File: config.mk
export PLATFORM = sky130hd
export DESIGN_NAME = bifid_cipher_period5
export DESIGN_NICKNAME = d
export VERILOG_FILES = /design/src/design/bifid_pkg.sv /design/src/design/bifid_ctrl.sv /design/src/design/bifid_dp.sv /design/src/design/bifid_cipher_period5.sv
export SDC_FILE = /design/constraint.sdc
export NUM_CORES = 1
export LEC_CHECK = 0
export BUFFER_PORTS_ARGS = -buffer_cell sky130_fd_sc_hd__buf_2
export CAP_MARGIN = 25
export CORE_MARGIN = 1.5
export CORE_UTILIZATION = 55
export DETAILED_ROUTE_END_ITERATION = 12
export PLACE_DENSITY_LB_ADDON = 0.1
export SYNTH_ARGS = -nofsm -noshare
export SYNTH_HDL_FRONTEND = slang
export SYNTH_SLANG_ARGS = --single-unit
File: constraint.sdc
create_clock -name clk -period 16.1 [get_ports clk]
set_input_delay 2.415 -clock clk [delete_from_list [all_inputs] [get_ports clk]]
set_output_delay 2.415 -clock clk [all_outputs]
set_load 0.1 [all_outputs]
File: src/design/bifid_pkg.sv
// Shared types, constants and helpers for the bifid cipher block.
// No dependencies; imported by bifid_ctrl, bifid_dp and bifid_cipher_period5.
package bifid_pkg;

	localparam int PERIOD   = 5;
	localparam int CNT_W    = $clog2(PERIOD + 1);
	localparam int IDX_W    = (PERIOD > 1) ? $clog2(PERIOD) : 1;
	localparam int SEQ_W    = $clog2(2 * PERIOD) + 1;

	localparam int LETTERS  = 26;
	localparam int CELLS    = 25;
	localparam int SIDE     = 5;

	localparam logic [4:0] LETTER_I = 5'd8;
	localparam logic [4:0] LETTER_J = 5'd9;

	localparam int TDATA_W  = 8;

	localparam logic [1:0] REQ_CLEAR  = 2'd0;
	localparam logic [1:0] REQ_KEY    = 2'd1;
	localparam logic [1:0] REQ_FINISH = 2'd2;
	localparam logic [1:0] REQ_MSG    = 2'd3;

	typedef struct packed {
		logic take;     // input transaction accepted
		logic walk;     // one step of the alphabet fill
		logic fetch_a;  // latch first coordinate of the output pair
		logic load;     // fetch second coordinate, load output register
	} cmd_t;

	typedef struct packed {
		logic start_walk;
		logic start_emit;
		logic walk_last;
		logic k_last;
		logic out_free;
	} sts_t;

	// cell number n (0..24) to row*8+col
	function automatic logic [5:0] pos_of(input logic [4:0] n);
		logic [2:0] row;
		logic [4:0] base;
		logic [4:0] col;
		if (n >= 5'd20)      row = 3'd4;
		else if (n >= 5'd15) row = 3'd3;
		else if (n >= 5'd10) row = 3'd2;
		else if (n >= 5'd5)  row = 3'd1;
		else                 row = 3'd0;
		base = ({2'b00, row} << 2) + {2'b00, row};
		col  = n - base;
		return {row, col[2:0]};
	endfunction

	function automatic logic [2:0] clamp4(input logic [2:0] v);
		return (v > 3'd4) ? 3'd4 : v;
	endfunction

endpackage

File: src/design/bifid_ctrl.sv
// Sequencing controller for the bifid cipher: input handshake, alphabet
// walk and output emission. Depends on bifid_pkg.
module bifid_ctrl (
	input  logic             clk,
	input  logic             arst_n,
	input  logic             s_tvalid,
	output logic             s_tready,
	input  bifid_pkg::sts_t  sts,
	output bifid_pkg::cmd_t  cmd
);
	import bifid_pkg::*;

	localparam logic [1:0] ST_IDLE  = 2'd0;
	localparam logic [1:0] ST_WALK  = 2'd1;
	localparam logic [1:0] ST_FETCH = 2'd2;
	localparam logic [1:0] ST_OUT   = 2'd3;

	logic [1:0] state_q;
	logic [1:0] state_d;

	assign s_tready = (state_q == ST_IDLE);

	always_comb begin
		state_d = state_q;
		cmd     = '0;
		unique case (state_q)
			ST_IDLE: begin
				if (s_tvalid) begin
					cmd.take = 1'b1;
					if (sts.start_walk)
						state_d = ST_WALK;
					else if (sts.start_emit)
						state_d = ST_FETCH;
				end
			end
			ST_WALK: begin
				cmd.walk = 1'b1;
				if (sts.walk_last)
					state_d = ST_IDLE;
			end
			ST_FETCH: begin
				cmd.fetch_a = 1'b1;
				state_d     = ST_OUT;
			end
			ST_OUT: begin
				// wait until the output register can take the letter
				if (sts.out_free) begin
					cmd.load = 1'b1;
					state_d  = sts.k_last ? ST_IDLE : ST_FETCH;
				end
			end
			default: state_d = ST_IDLE;
		endcase
	end

	always_ff @(posedge clk or negedge arst_n) begin
		if (!arst_n) begin
			state_q <= ST_IDLE;
		end else begin
			state_q <= state_d;
		end
	end

endmodule

File: src/design/bifid_dp.sv
// Datapath of the bifid cipher: key square, letter positions, block
// coordinates, sequence reader and output register. Depends on bifid_pkg.
module bifid_dp (
	input  logic             clk,
	input  logic             arst_n,
	input  bifid_pkg::cmd_t  cmd,
	output bifid_pkg::sts_t  sts,
	input  logic             cfg_we,
	input  logic             cfg_wdata,
	input  logic [1:0]       req_type,
	input  logic [4:0]       letter,
	input  logic             msg_last,
	input  logic             m_ready,
	output logic             m_valid,
	output logic [4:0]       out_letter,
	output logic             run_last,
	output logic             msg_end
);
	import bifid_pkg::*;

	// stores without reset
	logic [4:0] key_sq_q    [CELLS];
	logic [5:0] pos_q       [LETTERS];
	logic [2:0] blk_row_q   [PERIOD];
	logic [2:0] blk_col_q   [PERIOD];
	logic [2:0] coord_a_q;
	logic [4:0] out_letter_q;
	logic       run_last_q;
	logic       msg_end_q;
	logic       blk_last_q;

	// control state
	logic [LETTERS-1:0] used_q;
	logic [4:0]         fill_q;
	logic [4:0]         walk_q;
	logic [CNT_W-1:0]   blk_cnt_q;
	logic [CNT_W-1:0]   k_q;
	logic               out_valid_q;
	logic               decrypt_q;

	logic               lt_ok;
	logic [4:0]         lt_map;
	logic               is_msg;
	logic [CNT_W-1:0]   cnt_next;
	logic               place_en;
	logic [4:0]         place_lt;
	logic               k_last;
	logic [SEQ_W-1:0]   j_a;
	logic [SEQ_W-1:0]   j_b;
	logic [SEQ_W-1:0]   j_sel;
	logic [SEQ_W-1:0]   j_off;
	logic [SEQ_W-1:0]   j_half;
	logic [SEQ_W-1:0]   n_ext;
	logic [SEQ_W-1:0]   k_ext;
	logic [2:0]         elem;
	logic [2:0]         row_c;
	logic [2:0]         col_c;
	logic [4:0]         cell_idx;

	assign lt_ok    = (letter < 5'(LETTERS));
	assign lt_map   = (letter == LETTER_J) ? LETTER_I : letter;
	assign is_msg   = (req_type == REQ_MSG);
	assign cnt_next = blk_cnt_q + CNT_W'(lt_ok);

	assign sts.start_walk = (req_type == REQ_FINISH);
	assign sts.start_emit = is_msg && ((lt_ok && (cnt_next == CNT_W'(PERIOD)))
		|| (msg_last && (cnt_next != '0)));
	assign sts.walk_last  = (walk_q == 5'(LETTERS - 1));

	// one placement path shared by key letters and the alphabet walk
	always_comb begin
		place_en = 1'b0;
		place_lt = walk_q;
		if (cmd.take && (req_type == REQ_KEY) && lt_ok) begin
			place_lt = lt_map;
			place_en = !used_q[lt_map] && (fill_q < 5'(CELLS));
		end else if (cmd.walk) begin
			place_en = !used_q[walk_q] && (fill_q < 5'(CELLS));
		end
	end

	assign k_last = ((k_q + CNT_W'(1)) == blk_cnt_q);

	// sequence positions of the two coordinates of output k
	assign n_ext = SEQ_W'(blk_cnt_q);
	assign k_ext = SEQ_W'(k_q);
	assign j_a   = decrypt_q ? k_ext : (k_ext << 1);
	assign j_b   = decrypt_q ? (k_ext + n_ext) : ((k_ext << 1) + SEQ_W'(1));
	assign j_sel = cmd.fetch_a ? j_a : j_b;
	assign j_off = j_sel - n_ext;
	assign j_half = j_sel >> 1;

	always_comb begin
		if (!decrypt_q) begin
			// rows of the block, then its columns
			if (j_sel < n_ext)
				elem = blk_row_q[j_sel[IDX_W-1:0]];
			else
				elem = blk_col_q[j_off[IDX_W-1:0]];
		end else begin
			// interleaved (row, col) pairs
			if (j_sel[0])
				elem = blk_col_q[j_half[IDX_W-1:0]];
			else
				elem = blk_row_q[j_half[IDX_W-1:0]];
		end
	end

	assign row_c    = clamp4(coord_a_q);
	assign col_c    = clamp4(elem);
	assign cell_idx = ({2'b00, row_c} << 2) + {2'b00, row_c} + {2'b00, col_c};

	assign sts.k_last   = k_last;
	assign sts.out_free = !out_valid_q || m_ready;

	always_ff @(posedge clk) begin
		if (place_en) begin
			key_sq_q[fill_q] <= place_lt;
			pos_q[place_lt]  <= pos_of(fill_q);
		end
		if (cmd.take && is_msg) begin
			blk_last_q <= msg_last;
			if (lt_ok) begin
				blk_row_q[blk_cnt_q[IDX_W-1:0]] <= pos_q[lt_map][5:3];
				blk_col_q[blk_cnt_q[IDX_W-1:0]] <= pos_q[lt_map][2:0];
			end
		end
		if (cmd.fetch_a)
			coord_a_q <= elem;
		if (cmd.load) begin
			out_letter_q <= key_sq_q[cell_idx];
			run_last_q   <= k_last;
			msg_end_q    <= blk_last_q;
		end
	end

	always_ff @(posedge clk or negedge arst_n) begin
		if (!arst_n) begin
			used_q      <= '0;
			fill_q      <= '0;
			walk_q      <= '0;
			blk_cnt_q   <= '0;
			k_q         <= '0;
			out_valid_q <= 1'b0;
			decrypt_q   <= 1'b0;
		end else begin
			if (cfg_we)
				decrypt_q <= cfg_wdata;
			if (cmd.take && (req_type == REQ_CLEAR)) begin
				used_q <= '0;
				fill_q <= '0;
			end else if (place_en) begin
				used_q[place_lt] <= 1'b1;
				if (place_lt == LETTER_I)
					used_q[LETTER_J] <= 1'b1;
				fill_q <= fill_q + 5'd1;
			end
			if (cmd.take && sts.start_walk)
				walk_q <= '0;
			else if (cmd.walk)
				walk_q <= walk_q + 5'd1;
			if (cmd.take && is_msg) begin
				blk_cnt_q <= cnt_next;
				k_q       <= '0;
			end else if (cmd.load) begin
				if (k_last) begin
					blk_cnt_q <= '0;
					k_q       <= '0;
				end else begin
					k_q <= k_q + CNT_W'(1);
				end
			end
			if (cmd.load)
				out_valid_q <= 1'b1;
			else if (m_ready)
				out_valid_q <= 1'b0;
		end
	end

	assign m_valid    = out_valid_q;
	assign out_letter = out_letter_q;
	assign run_last   = run_last_q;
	assign msg_end    = msg_end_q;

endmodule

File: src/design/bifid_cipher_period5.sv
// Bifid cipher, 5x5 keyed square (I and J share a cell), period 5. Key
// items build the square: clear key and key letters are accepted while idle,
// and key finish walks the alphabet. A message letter is accepted while idle;
// the letter that closes a block (fifth letter or tlast) is followed by the
// emission of its output letters: for each, the block is read one
// coordinate per cycle unless the output stalls, and a single key-square
// lookup loads the output register. The input is not ready during the walk
// or emission. Results sit in an output register, so a new input can be
// taken while one waits. Depends on bifid_pkg, bifid_ctrl and bifid_dp.
module bifid_cipher_period5 (
	input  logic                          clk,
	input  logic                          arst_n,
	input  logic                          cfg_we,
	input  logic                          cfg_wdata,    // decrypt_mode
	input  logic                          s_tvalid,
	output logic                          s_tready,
	input  logic [bifid_pkg::TDATA_W-1:0] s_tdata,      // [4:0] letter
	input  logic [1:0]                    s_tuser,      // [1:0] req_type
	input  logic                          s_tlast,      // msg_last
	output logic                          m_tvalid,
	input  logic                          m_tready,
	output logic [bifid_pkg::TDATA_W-1:0] m_tdata,      // [4:0] out_letter
	output logic [0:0]                    m_tuser,      // [0] msg_end
	output logic                          m_tlast       // run_last
);
	import bifid_pkg::*;

	cmd_t       cmd;
	sts_t       sts;
	logic [4:0] out_letter;
	logic       msg_end;

	bifid_ctrl u_ctrl (
		.clk      (clk),
		.arst_n   (arst_n),
		.s_tvalid (s_tvalid),
		.s_tready (s_tready),
		.sts      (sts),
		.cmd      (cmd)
	);

	bifid_dp u_dp (
		.clk        (clk),
		.arst_n     (arst_n),
		.cmd        (cmd),
		.sts        (sts),
		.cfg_we     (cfg_we),
		.cfg_wdata  (cfg_wdata),
		.req_type   (s_tuser),
		.letter     (s_tdata[4:0]),
		.msg_last   (s_tlast),
		.m_ready    (m_tready),
		.m_valid    (m_tvalid),
		.out_letter (out_letter),
		.run_last   (m_tlast),
		.msg_end    (msg_end)
	);

	assign m_tdata = {{(TDATA_W - 5){1'b0}}, out_letter};
	assign m_tuser = msg_end;

endmodule
Word-level counts from Yosys, hierarchy flattened
Memories as Yosys holds them, arrays and structs flattened. A register that Yosys moved wholly into a read port is not among the register bits.
Cells that the tools add are included.
Word-level totals
  bits in registers: 52
  bits in latches: 0
  memory bits (writable): 311
  ROM bits: 0
  bits of input ports: 17
  output and inout bits: 12
  word-level logic and storage cells: 138
  memories: 4
Memory list
  u_dp.pos_q: words 26, bits a word 6, read ports 1, clocked after memory_dff 0, write ports 1, RTL line bifid_dp.sv:23  | logic [5:0] pos_q [LETTERS];
  u_dp.key_sq_q: words 25, bits a word 5, read ports 1, clocked after memory_dff 1, write ports 1, RTL line bifid_dp.sv:22  | logic [4:0] key_sq_q [CELLS];
  u_dp.blk_col_q: words 5, bits a word 3, read ports 2, clocked after memory_dff 0, write ports 1, RTL line bifid_dp.sv:25  | logic [2:0] blk_col_q [PERIOD];
  u_dp.blk_row_q: words 5, bits a word 3, read ports 2, clocked after memory_dff 0, write ports 1, RTL line bifid_dp.sv:24  | logic [2:0] blk_row_q [PERIOD];
Cells by class
  add/subtract/negate cells: 11
  multiply operators: 0
  div/mod/pow operators: 0
  order comparisons: 13
  equal/unequal tests: 15
  shift operators: 0
  mux-type cells: 56
  bitwise logic cells: 1
  reductions and logical operators: 26
Operators with widths (number)
  $mux 26: 2
  $mux 3: 15
  $mux 5: 8
  $or 26x26->26: 1
  $mux 1: 20
  $lt 5x6->1 const B: 3
  $mux 2: 6
  $logic_and 1x1->1: 11
  $add 5x1->5 const B: 2
  $add 5x3->5: 2
  $bmux 1 s5: 2
  $eq 5x4->1 const B: 2
  $ge 5x4->1 const B: 2
  $lt 5x5->1 const B: 2
  $reduce_bool 2->1: 5
  $eq 2x2->1 const B: 4
  $pmux 2 s4: 1
  $gt 3x3->1 const B: 2
  $ne 2x2->1 const B: 3
  $sub 3x3->3: 2
  $add 4x1->5 const B: 1
  $demux 1 s5: 1
  $eq 5x5->1 const B: 1
  $ge 5x1->1 const B: 1
  other kinds (18): 23

Longest topological paths before layout
  depth after elaboration: 13
  depth in mapped cells: 25
  depth with buffers taken out: 23

Cells and area by module
A second synthesis with hierarchy kept.
Second synthesis, totals
  cells, all modules: 1105
  area, all modules: 16834.9 um^2
By module, submodules not included
  bifid_dp: times used 1, cells an instance 1083, area an instance 16673.5 um^2, seq. area each 10770.3 um^2
  bifid_ctrl: times used 1, cells an instance 18, area an instance 135.1 um^2, seq. area each 50.0 um^2
  bifid_cipher_period5: times used 1, cells an instance 4, area an instance 26.3 um^2, seq. area each 0.0 um^2

Worst setup path after synthesis
OpenSTA, ideal clock, no wires.
  kind: register -> register
  from: register u_dp.blk_cnt_q[0]
  to: register u_dp.out_letter_q[0] (netlist: u_dp.out_letter[0]), read port of u_dp.key_sq_q, data pin
  setup time: 268 ps
  data arrival time: 5524 ps
  data required time: 15832 ps
  slack: 10307 ps
  cell stages (with the launch flop): 19
  buffers on the path: 1
  period minus slack after synthesis: 5793 ps
  cells stage by stage: dfrtp_1 > ha_1 > fa_1 > nand2_1 > a31oi_2 > ha_1 > nor2b_1 > o21ai_0 > and2_1 > nor3b_1 > a221oi_2 > nand3_1 > inv_1 > fa_1 > fa_1 > buf_1 > mux4_2 > nand2_1 > o21ai_0
On the way
  word-level cells in the longest chain between the ends: 10
  elaborated cells between the ends (all ways): 13
  classes of those cells: add/sub (3); order compare (2); mux (6); memory (2)
Ends and longest elaborated chain
  from (decl): RTL line bifid_dp.sv:36  | logic [CNT_W-1:0] blk_cnt_q;
  from (signal assigned): RTL line bifid_dp.sv:163  | blk_cnt_q <= cnt_next;
  $add 3x3->4: RTL line bifid_dp.sv:88  | assign j_b = decrypt_q ? (k_ext + n_ext) : ((k_ext << 1) + SEQ_W'(1));
  $mux 5: RTL line bifid_dp.sv:88
  $mux 5: RTL line bifid_dp.sv:89  | assign j_sel = cmd.fetch_a ? j_a : j_b;
  $sub 3x3->3: RTL line bifid_dp.sv:90  | assign j_off = j_sel - n_ext;
  $mem_v2 5x3
  $mux 3: RTL line bifid_dp.sv:96  | if (j_sel < n_ext)
  $mux 3 (*): RTL line bifid_dp.sv:94  | if (!decrypt_q) begin
  net u_dp.elem[2]: RTL line bifid_dp.sv:55  | logic [2:0] elem;
  $gt 3x3->1: RTL line bifid_pkg.sv:55  | return (v > 3'd4) ? 3'd4 : v;
  $mux 3 (*): RTL line bifid_pkg.sv:55
  $add 5x3->5 (*): RTL line bifid_dp.sv:111  | assign cell_idx = ({2'b00, row_c} << 2) + {2'b00, row_c} + {2'b00, col_c};
  to (decl): RTL line bifid_dp.sv:27  | logic [4:0] out_letter_q;
Mark *: on every way through the listed nets, which the timed path passes. The rest lies on a longest branch.
A chain may end at the register's enable or synchronous reset.

Worst setup path after layout
  from: register u_dp.blk_cnt_q[0]
  to: register u_dp.out_letter_q[4] (netlist: u_dp.out_letter[4]), read port of u_dp.key_sq_q, data pin
The elaborated chain is that of the path after synthesis.

==> impl_results.html <==
<table>
<tr><th>Metric</th><th>Value</th></tr>
<tr><th colspan="2">Power and ir drop</th></tr>
<tr><td>Leakage dissipation</td><td>6.62 nW</td></tr>
<tr><td>Cell internal power dissipation</td><td>0.00275 W</td></tr>
<tr><td>Max IR drop VDD</td><td>246 uV</td></tr>
<tr><td>Power density relative to cell area</td><td>236 nW/um^2</td></tr>
<tr><td>Sequential group share of total power</td><td>35.5%</td></tr>
<tr><td>Part of the power in the clock network</td><td>20.5%</td></tr>
<tr><td>Power, Total</td><td>0.00439 W</td></tr>
<tr><td>Switching share of power</td><td>37.4%</td></tr>
<tr><td>Switching Power</td><td>0.00164 W</td></tr>
<tr><td>Fraction of power consumed by combinational cells</td><td>44.0%</td></tr>
<tr><th colspan="2">Critical path</th></tr>
<tr><td>Cell Chain, Critical Path</td><td>ha_1 -&gt; fa_1 -&gt; nand2_1 -&gt; a31oi_2 -&gt; ha_1 -&gt; nor2b_1 -&gt; o21ai_0 -&gt; and2_1 -&gt; nor3b_1 -&gt; a221oi_2 -&gt; nand3_1 -&gt; inv_1 -&gt; fa_1 -&gt; fa_1 -&gt; xor2_1 -&gt; mux4_2 -&gt; mux2_2</td></tr>
<tr><td>Critical Path Source Type</td><td>flip-flop</td></tr>
<tr><td>Worst endpoint required time</td><td>16.40 ns</td></tr>
<tr><td>Cell seen most often among critical-path stages</td><td>sky130_fd_sc_hd__fa_1</td></tr>
<tr><td>FF-to-FF End</td><td>u_dp.out_letter[4]$_DFFE_PP_</td></tr>
<tr><td>Max stage delay cell, worst path</td><td>sky130_fd_sc_hd__a31oi_2</td></tr>
<tr><td>Setup slack, reg-to-reg</td><td>9.31 ns</td></tr>
<tr><td>Source of the worst register-to-register timing path</td><td>u_dp.blk_cnt_q[0]$_DFFE_PN0P_</td></tr>
<tr><td>Path depth of the worst reg2reg path</td><td>17</td></tr>
<tr><td>Peak per-stage delay on the critical path</td><td>0.67 ns</td></tr>
<tr><td>Worst Path Class, Setup</td><td>flip-flop to flip-flop</td></tr>
<tr><td>Critical path capture point type</td><td>flip-flop</td></tr>
<tr><td>Crit Path Max Fanout</td><td>11</td></tr>
<tr><td>Crit path arrival time</td><td>7.09 ns</td></tr>
<tr><th colspan="2">Hold path</th></tr>
<tr><td>Min-Delay Endpoint</td><td>u_dp.msg_end$_DFFE_PP_</td></tr>
<tr><td>Start point of the worst min-delay path</td><td>u_dp.blk_last_q$_DFFE_PP_</td></tr>
<tr><td>Class of the tightest hold or removal check</td><td>flip-flop to flip-flop</td></tr>
<tr><td>Worst hold stages</td><td>0</td></tr>
<tr><th colspan="2">Detailed routing</th></tr>
<tr><td>Number of vias per cell after detailed routing</td><td>6.13</td></tr>
<tr><td>Routed vias</td><td>9,564</td></tr>
<tr><td>Wire per inst</td><td>23.1 um</td></tr>
<tr><td>Violation count after the first detailed-routing iteration</td><td>862</td></tr>
<tr><td>DRC errors left</td><td>0</td></tr>
<tr><td>Final Routed Wirelength</td><td>36.0 mm</td></tr>
<tr><td>Final ANT Viol Nets</td><td>0</td></tr>
<tr><td>First-pass iteration count of the detailed router</td><td>8</td></tr>
<tr><th colspan="2">Clocking</th></tr>
<tr><td>Number of gates resized after cts</td><td>0</td></tr>
<tr><td>Clk_lat worst skew</td><td>0.54 ns</td></tr>
<tr><td>Clock slew at reported path FFs</td><td>0.06 ns</td></tr>
<tr><td>CTS tree</td><td>yes</td></tr>
<tr><td>Clock sink total</td><td>368</td></tr>
<tr><td>Maximum buffer depth of the clock tree</td><td>3</td></tr>
<tr><td>CTS buffer count</td><td>40</td></tr>
<tr><td>Number of setup buffers added after CTS</td><td>0</td></tr>
<tr><td>CTS HTree Levels</td><td>2</td></tr>
<tr><td>Clock tree root buffer cell</td><td>sky130_fd_sc_hd__clkbuf_16</td></tr>
<tr><td>Quantity of hold-fixing buffers added after cts</td><td>0</td></tr>
<tr><th colspan="2">Yosys</th></tr>
<tr><td>Instance count of the mapped netlist</td><td>1,103</td></tr>
<tr><td>Synth Area in Simple Gates</td><td>8.63%</td></tr>
<tr><td>Mean cell area of the mapped netlist</td><td>15.2 um^2</td></tr>
<tr><td>Dominant combinational cell family by area after synthesis</td><td>multiplexers</td></tr>
<tr><td>Synth Area in Compound Gates</td><td>6.85%</td></tr>
<tr><td>Area share of the largest cell type after synthesis</td><td>57.8%</td></tr>
<tr><td>Cell type with the highest aggregate area in the netlist</td><td>sky130_fd_sc_hd__edfxtp_1</td></tr>
<tr><td>Share of the yosys chip area belonging to registers</td><td>64.7%</td></tr>
<tr><td>Post-synthesis xor/xnor area fraction</td><td>0.733%</td></tr>
<tr><td>Most used flip-flop cell after synthesis</td><td>sky130_fd_sc_hd__edfxtp_1</td></tr>
<tr><td>Distinct cell type count of the synthesized netlist</td><td>78</td></tr>
<tr><td>Largest cells by area after synthesis</td><td>sky130_fd_sc_hd__edfxtp_1 (58%), sky130_fd_sc_hd__mux4_2 (7.9%), sky130_fd_sc_hd__dfrtp_1 (6.9%)</td></tr>
<tr><td>Cell area after synthesis</td><td>16,700 um^2</td></tr>
<tr><td>Seq cells post-synth</td><td>368</td></tr>
<tr><td>Fraction of the mapped netlist area in adder cells</td><td>2.39%</td></tr>
<tr><td>YS warnings</td><td>0</td></tr>
<tr><td>Number of synthesized flops with an enable pin</td><td>322</td></tr>
<tr><td>Mux contribution to synthesized area</td><td>13.9%</td></tr>
<tr><td>Share of synthesized flip-flops with an asynchronous set or reset</td><td>12.5%</td></tr>
<tr><th colspan="2">Global route</th></tr>
<tr><td>Antenna violations before repair</td><td>0</td></tr>
<tr><td>Pin count of the biggest net entering global routing</td><td>49</td></tr>
<tr><td>Via count of the first global-routing pass</td><td>9,365</td></tr>
<tr><td>First-pass GRT wire length</td><td>55.6 mm</td></tr>
<tr><td>Overflow after GRT</td><td>0</td></tr>
<tr><td>Total track usage</td><td>23.7%</td></tr>
<tr><th colspan="2">STA</th></tr>
<tr><td>Share of the clock period used by the worst path after layout</td><td>42.2%</td></tr>
<tr><td>Worst-margin pin slew</td><td>1.11 ns</td></tr>
<tr><td>Final sum of negative setup slack</td><td>0 ns</td></tr>
<tr><td>Final critical-path required period</td><td>6.79 ns</td></tr>
<tr><td>Unrepaired setup endpoints after global routing</td><td>no</td></tr>
<tr><td>Achievable clock frequency</td><td>147 MHz</td></tr>
<tr><td>Normalized max-slew margin</td><td>25.6%</td></tr>
<tr><td>Max Slew Vio Count</td><td>0</td></tr>
<tr><td>Worst clock skew</td><td>0.0268 ns</td></tr>
<tr><td>Hold Fails Final Rpt</td><td>0</td></tr>
<tr><td>Number of setup violations in the final report</td><td>0</td></tr>
<tr><td>Worst hold margin</td><td>0.439 ns</td></tr>
<tr><th colspan="2">Placement</th></tr>
<tr><td>Number of buffers inserted by port buffering</td><td>22</td></tr>
<tr><td>Final HPWL from detailed placement</td><td>23.2 mm</td></tr>
<tr><td>Routability Congestion</td><td>0.824</td></tr>
<tr><th colspan="2">Run</th></tr>
<tr><td>Max-cap violations</td><td>0</td></tr>
<tr><th colspan="2">Floorplan</th></tr>
<tr><td>Row cnt</td><td>63</td></tr>
<tr><td>Initial core utilization</td><td>56.1%</td></tr>
<tr><td>Vertical die dimension</td><td>177 um</td></tr>
<tr><td>Core ar.</td><td>29,800 um^2</td></tr>
<tr><td>I/O pins</td><td>29</td></tr>
<tr><td>Die X</td><td>177 um</td></tr>
<tr><td>Area enclosed by the die boundary</td><td>31,500 um^2</td></tr>
<tr><th colspan="2">Final layout</th></tr>
<tr><td>Nets@finish</td><td>1,183</td></tr>
<tr><td>Area growth, synth to finish</td><td>11.3%</td></tr>
<tr><td>Fraction of final layout cells sized beyond drive strength 1</td><td>20.0%</td></tr>
<tr><td>Number of filler instances in the final layout</td><td>2,257</td></tr>
<tr><th colspan="2">Status</th></tr>
<tr><td>Run status</td><td>complete, no violations</td></tr>
</table>
-- cells in the mapped netlist (all sizes together), types with 8 or more instances --
| cell | count |
|---|---|
| mux2 | 21 |
| and3 | 29 |
| dfrtp | 46 |
| nand2 | 85 |
| mux2i | 62 |
| nand4 | 9 |
| clkbuf | 36 |
| inv | 31 |
| o21ai | 38 |
| buf | 30 |
| a21oi | 28 |
| mux4 | 64 |
| o31ai | 26 |
| o211ai | 10 |
| nor2 | 58 |
| a31oi | 8 |
| nor2b | 14 |
| nand2b | 9 |
| edfxtp | 322 |
| ha | 24 |
| nor3 | 37 |
| nand3 | 17 |
-- sequential cells by signal (all words and copies together), names as in the netlist --
register	flops
u_dp.k_q	3
u_dp.pos_q	156
u_dp.key_sq_q	125
u_dp.blk_last_q	1
u_dp.m_valid	1
u_dp.run_last	1
u_dp.msg_end	1
u_dp.decrypt_q	1
u_dp.used_q	26
u_dp.blk_col_q	15
u_dp.fill_q	5
u_dp.blk_cnt_q	3
u_dp.walk_q	5
u_dp.out_letter	5
u_dp.coord_a_q	3
u_ctrl.state_q	2
u_dp.blk_row_q	15
-- critical path: cells and delay by family, from the launching register on --
family,cells,cell delay (ns)
adders and majority gates,5,2.11
AOI/OAI and AO/OA,3,1.24
and+or+nand+nor,5,1.11
muxes,2,0.85
xor gates and xnor gates,1,0.66
DFF,1,0.49
buffers and inverters,1,0.10
-- metrics by stage --
| stage | area [um^2] | std cells | util, % | setup slack (ns) |
|---|---|---|---|---|
| 2_1_floorplan | 16700 | 1105 | - | 10.31 |
| 3_3_place_gp | 17100 | 1468 | 57.5 | 9.39 |
| 3_5_place_dp | 17200 | 1472 | 57.7 | 9.28 |
| 4_1_cts | 18500 | 1546 | 62.1 | 9.25 |
| 5_1_grt | 18600 | 1559 | 62.5 | 8.91 |
| 6_report | 18600 | 1560 | 62.5 | 9.31 |
-- final cells by class --
type	count	area, um^2	share of cell area (%)
diodes	1	2.50	0.0134
clock buffers	44	1040	5.57
clock inverters	30	264	1.42
inverters	31	119	0.639
multi-input cells	640	5480	29.4
flip-flops and latches	368	10800	58.1
well taps	390	488	2.62
repair buffers	56	405	2.18
-- placed cells by master, fill, tap and decap left out, drive strengths merged, types with 9 or more instances in the layout --
| cell | netlist | final |
|---|---|---|
| edfxtp | 322 | 322 |
| nand2 | 85 | 85 |
| mux4 | 64 | 64 |
| mux2i | 62 | 62 |
| nor2 | 58 | 58 |
| clkbuf | 36 | 55 |
| dfrtp | 46 | 46 |
| buf | 30 | 45 |
| o21ai | 38 | 38 |
| nor3 | 37 | 37 |
| inv | 31 | 35 |
| and3 | 29 | 29 |
| a21oi | 28 | 28 |
| o31ai | 26 | 26 |
| ha | 24 | 24 |
| mux2 | 21 | 21 |
| clkinv | 0 | 18 |
| nand3 | 17 | 17 |
| nor2b | 14 | 14 |
| o211ai | 10 | 10 |
| nand4 | 9 | 9 |
| nand2b | 9 | 9 |
-- worst max path at each step --
stage | to | start | cells after the start | slack (ns)
final | u_dp.out_letter[4]$_DFFE_PP_ | u_dp.blk_cnt_q[0]$_DFFE_PN0P_ | 17 | 9.31
after global routing | u_dp.out_letter[4]$_DFFE_PP_ | u_dp.blk_cnt_q[0]$_DFFE_PN0P_ | 17 | 8.91
after CTS | u_dp.out_letter[4]$_DFFE_PP_ | u_dp.blk_cnt_q[0]$_DFFE_PN0P_ | 17 | 9.25
after detailed placement | u_dp.out_letter[4]$_DFFE_PP_ | u_dp.blk_cnt_q[0]$_DFFE_PN0P_ | 17 | 9.28
after global placement | u_dp.out_letter[4]$_DFFE_PP_ | u_dp.blk_cnt_q[0]$_DFFE_PN0P_ | 17 | 9.39
after floorplan | u_dp.out_letter[0]$_DFFE_PP_ | u_dp.blk_cnt_q[0]$_DFFE_PN0P_ | 18 | 10.31
-- per-layer routing --
metal / routed length [um] / GRT usage (%) / up-vias
met5: 0 / 0 / -
met4: 843 / 6.83 / 0
met3: 1850 / 3.38 / 64
met2: 16900 / 37.1 / 268
met1: 16400 / 34.9 / 4866
li1: - / - / 4366
-- power groups by stage --
stage	logic [W]	registers [W]	clock network, W
6_report	0.00193	0.00156	0.000900
5_1_grt	0.00211	0.00157	0.000954
4_1_cts	0.00196	0.00156	0.000914
3_5_place_dp	0.00195	0.00158	0
3_3_place_gp	0.00191	0.00157	0
2_1_floorplan	0.00138	0.00159	0
-- cell families (layout without fill, tap and decap cells) --
| group | after synthesis | after routing |
|---|---|---|
| AO/OA/AOI/OAI | 159 | 159 |
| XOR/XNOR | 14 | 14 |
| adder cells (fa/ha/maj) | 29 | 29 |
| buffers and inverters | 97 | 161 |
| flip-flops | 368 | 368 |
| multiplexers | 147 | 147 |
| other | 1 | 4 |
| AND/OR/NAND/NOR | 288 | 288 |
Note: power is estimated with default switching activity, not from simulation.
